<file path="src/hdl/ftc_pkg.sv">
// ftc_pkg: types and constants shared by the flow table with counters
// used by ftc_scan and flow_table_with_counters; no dependencies
`default_nettype none

package ftc_pkg;

   localparam int ADDR_W   = 32;
   localparam int PORT_W   = 16;
   localparam int KEY_W    = ADDR_W + PORT_W;
   localparam int COUNT_W  = 32;
   localparam int SLOT_W   = 7;
   localparam int STATUS_W = 3;

   localparam logic [COUNT_W-1:0] COUNT_MAX = {COUNT_W{1'b1}};

   // message kind carried on the input tuser
   localparam logic KIND_DATA  = 1'b0;
   localparam logic KIND_CLOSE = 1'b1;

   typedef enum logic [STATUS_W-1:0] {
      ST_KNOWN     = 3'd0,
      ST_NEW       = 3'd1,
      ST_FULL      = 3'd2,
      ST_REMOVED   = 3'd3,
      ST_UNMATCHED = 3'd4
   } status_type;

   typedef enum logic [2:0] {
      S_CLEAR,
      S_IDLE,
      S_SCAN,
      S_DECIDE
   } state_type;

   // sequencer to compare unit
   typedef struct packed {
      logic start;   // new message, forget earlier findings
      logic valid;   // read data for one slot is on the ram outputs
   } scan_ctl_type;

   // compare unit findings
   typedef struct packed {
      logic hit;     // a live slot with the same key was seen
      logic free;    // a free slot was seen
   } scan_flags_type;

endpackage

`default_nettype wire

</file>
<file path="src/hdl/ftc_scan.sv">
// ftc_scan: shared key compare unit, walks one slot per cycle and keeps the
// lowest live match and the lowest free slot; uses ftc_pkg
`default_nettype none

module ftc_scan #(
   parameter int SLOTS = 128
) (
   input  wire logic                          clock,
   input  wire logic                          reset,
   input  wire ftc_pkg::scan_ctl_type         ctl,
   input  wire logic [$clog2(SLOTS)-1:0]      idx,
   input  wire logic [ftc_pkg::KEY_W-1:0]     key_rd,
   input  wire logic [ftc_pkg::COUNT_W-1:0]   cnt_rd,
   input  wire logic [ftc_pkg::KEY_W-1:0]     key_req,
   output ftc_pkg::scan_flags_type            flags,
   output logic      [$clog2(SLOTS)-1:0]      hit_idx,
   output logic      [ftc_pkg::COUNT_W-1:0]   hit_cnt,
   output logic      [$clog2(SLOTS)-1:0]      free_idx
);

   localparam int IW = $clog2(SLOTS);

   ftc_pkg::scan_flags_type flags_ff, flags_in;
   logic [IW-1:0]               hit_idx_ff, hit_idx_in;
   logic [ftc_pkg::COUNT_W-1:0] hit_cnt_ff, hit_cnt_in;
   logic [IW-1:0]               free_idx_ff, free_idx_in;
   logic                        empty;
   logic                        match;

   always_comb begin
      empty       = (cnt_rd == '0);
      match       = !empty && (key_rd == key_req);
      flags_in    = flags_ff;
      hit_idx_in  = hit_idx_ff;
      hit_cnt_in  = hit_cnt_ff;
      free_idx_in = free_idx_ff;
      if (ctl.start) begin
         flags_in = '0;
      end else if (ctl.valid) begin
         // slots arrive in ascending order, so the first find is the lowest
         if (match && !flags_ff.hit) begin
            flags_in.hit = 1'b1;
            hit_idx_in   = idx;
            hit_cnt_in   = cnt_rd;
         end
         if (empty && !flags_ff.free) begin
            flags_in.free = 1'b1;
            free_idx_in   = idx;
         end
      end
   end

   always_ff @(posedge clock) begin
      if (reset) begin
         flags_ff <= '0;
      end else begin
         flags_ff <= flags_in;
      end
      hit_idx_ff  <= hit_idx_in;
      hit_cnt_ff  <= hit_cnt_in;
      free_idx_ff <= free_idx_in;
   end

   assign flags    = flags_ff;
   assign hit_idx  = hit_idx_ff;
   assign hit_cnt  = hit_cnt_ff;
   assign free_idx = free_idx_ff;

endmodule

`default_nettype wire

</file>
<file path="config.mk">
export PLATFORM = sky130hd
export DESIGN_NAME = ftc_scan
export DESIGN_NICKNAME = d
export VERILOG_FILES = /design/src/hdl/ftc_pkg.sv /design/src/hdl/ftc_scan.sv
export SDC_FILE = /design/constraint.sdc
export NUM_CORES = 1
export LEC_CHECK = 0
export ABC_AREA = 1
export BUFFER_PORTS_ARGS = -buffer_cell sky130_fd_sc_hd__buf_4
export CAP_MARGIN = 40
export CORE_UTILIZATION = 40
export CTS_CLUSTER_SIZE = 12
export DETAILED_ROUTE_END_ITERATION = 10
export PLACE_DENSITY = 0.87
export SYNTH_ARGS = -nofsm -noshare
export SYNTH_HDL_FRONTEND = slang
export SYNTH_SLANG_ARGS = --single-unit
</file>
<file path="constraint.sdc">
create_clock -name clock -period 4.1 [get_ports clock]
set_input_delay 0.41 -clock clock [delete_from_list [all_inputs] [get_ports clock]]
set_output_delay 0.41 -clock clock [all_outputs]
set_load 0.005 [all_outputs]
</file>
==> metrics.csv <==
metric;value;unit
outcome;completed;
yosysMostFrequentCell;nand2_1;
whs;0.298;ns
cpPeakStageDelay;0.40;ns
routed_wl;6930;µm
port_buffers;186;
place_area;4020;µm²
cts_setup_buffers;0;
place_inst;567;
grt_max_degree;27;
cts_root_buf;clkbuf_8;
overflow;0;
wl_per_cell;12.1;µm
die_height;80.8;µm
drt_iter0_drc;94;
yosys.area_share.simple;26.8;%
finalNonFillerCells;574;
synthTopCellsByArea;edfxtp_1 56%, nand2_1 15%, inv_1 9.7%;
die_w;80.8;µm
fin_area;4090;µm²
async_reset_ff_share;0;%
ir_drop;0.000222;V
finalCritPeriodShare;47.8;%
syn_to_final_growth;64.7;%
synth_edf_count;46;
grt_pass1_wl;10400;µm
critPathMaxFanout;26;
cts_tree;built;
setup_viol;0;
dp_hpwl;6020;µm
path_class;flop to flop;
coreArea;5960;µm²
maxCapViolations;0;
muxShareOfSynthArea;0;%
tns;0;ns
synth_compound_area_share;2.77;%
cts.htree.levels;2;
synthCells;304;
drive_above_1_share;40.7;%
p_int;767;µW
cts_resized;0;
drv_slew;0;
grt_setup_unrepaired;no;
clkPwrFrac;26.1;%
antenna_found_initial;0;
fin_ws;2.14;ns
synth-seq-cells;48;
num_rows;28;
ys_seq_area_share;57.2;%
syn_avg_cell_area;8.17;µm²
synth_top_family_by_area;simple AND/OR/NAND/NOR gates;
ys_types;16;
fin_nets;638;
min_path_type;primary input to flop;
synth-xor-area-share;3.52;%
hold_viol;0;
clk_latency;0.29;ns
synth_ff_type;edfxtp_1;
drc;0;
grt.total_usage;21.0;%
synth_fp_nets;443;
ant_nets;0;
cp_data_arrival_time;1.96;ns
seqCellArea;1420;µm²
power_switching;211;µW
fin_crit;1.96;ns
pre_cts_ws;1.89;ns
seq_power_share;54.8;%
p_per_area;239;nW/µm²
vias;2547;
worst_setup_path_start_kind;flop;
worstMarginPinSlew;0.466;ns
end_kind;flop;
multi_input_comb_area;831;µm²
slew_headroom;68.8;%
yosysTopAreaCell;edfxtp_1;
via_per_inst;4.44;
clk_pin_slew;0.08;ns
cts_buffer_depth;2;
numClockSinks;48;
fillers;480;
start_util;41.7;%
gp_congestion;0.832;
drt_pass1_iterations;4;
numCtsBuffers;5;
grt_pass1_vias;2515;
synth_area;2480;µm²
synth_adder_area_share;0;%
num_antenna_cells;0;
synth.top_cell.area_share;55.6;%
synthTopCellsByCount;100 x nand2_1, 64 x inv_1, 54 x nor2_1;
comb_power_share;19.1;%
finClkSkew;0.00791;ns
holdBufCountCts;0;
io_pins;187;
cp_cell_sequence;nor2_2, nand2_1, nor2_2, nand2_1, nor2_1, nand2_1, nor2_2, nand2_1, nor2_4, buf_16;
die_area;6530;µm²
slowest_stage;nor2_4;
netSwitchingFraction;21.6;%
worstPathRequired;4.09;ns
cp_common_cell;nand2_1;
leakagePower;0.00212;µW
max_clock_freq;0.510;GHz
synth-warning-count;0;
power groups by stage:
stage / Sequential (µW) / Clock (µW) / Combinational [µW]
detailed placement: 547 / 0 / 188
finish: 536 / 255 / 187
global placement: 547 / 0 / 182
floorplan: 547 / 0 / 61.1
global route: 536 / 279 / 209
CTS: 536 / 262 / 189
cells by family after synthesis:
family | count (synthesis)
xor+xnor | 10
buf+inv | 64
flops | 48
simple gates | 169
compound gates | 13
sequential cells by signal, indices dropped and copies added, names as in the netlist:
signal,cells
flags,2
free_idx,7
hit_cnt,32
hit_idx,7
stage by stage:
step	util [%]	power, µW
6_report	68.7	978
2_1_floorplan	-	608
4_1_cts	68.7	986
3_5_place_dp	67.4	735
3_3_place_gp	66.9	729
5_1_grt	68.7	1020
cells in the final DEF, fill, tap and decap left out, drive strengths merged:
cell | Yosys | layout
nand4 | 3 | 3
xnor2 | 9 | 9
a21oi | 2 | 2
nand3 | 3 | 3
or2 | 4 | 4
dfxtp | 2 | 2
nand2 | 100 | 100
inv | 64 | 64
nor2 | 57 | 57
and2 | 1 | 1
nor3 | 1 | 1
buf | 0 | 188
o21ai | 11 | 11
clkbuf | 0 | 6
clkinv | 0 | 1
edfxtp | 46 | 46
xor2 | 1 | 1
per-layer routing:
metal / wire length, µm / global-route usage [%] / part of all wire (%) / up-vias
li1: - / - / - / 1306
met1: 2410 / 20.3 / 35 / 1098
met3: 685 / 5.62 / 9.9 / 14
met2: 3700 / 41.6 / 53 / 129
met4: 136 / 7.68 / 2.0 / 0
met5: 0 / 0 / 0 / -
worst paths after layout:
check	end	start	slack (ns)	cells past startpoint
min reg2reg	flags[0]	flags[0]	0.48	2
min	free_idx[4]	idx[4]	0.30	1
max reg2reg	hit_cnt[18]	flags[1]	2.14	10
max	hit_cnt[18]	flags[1]	2.14	10
layout make-up:
type / count / share of cell area, %
flip-flops and latches: 48 / 34.7
clock buffers: 6 / 1.77
clock inverters: 1 / 0.122
multi-input cells: 192 / 20.3
inverters: 64 / 5.87
well taps: 75 / 2.29
repair buffers: 188 / 34.9
worst max-delay path: cells and delay by family (launching register included):
kind / cells / cell delay, ns
simple gates: 9 / 1.08
buf+inv: 1 / 0.24
flops: 1 / 0.34
Note: power is estimated with default switching activity, not from simulation.
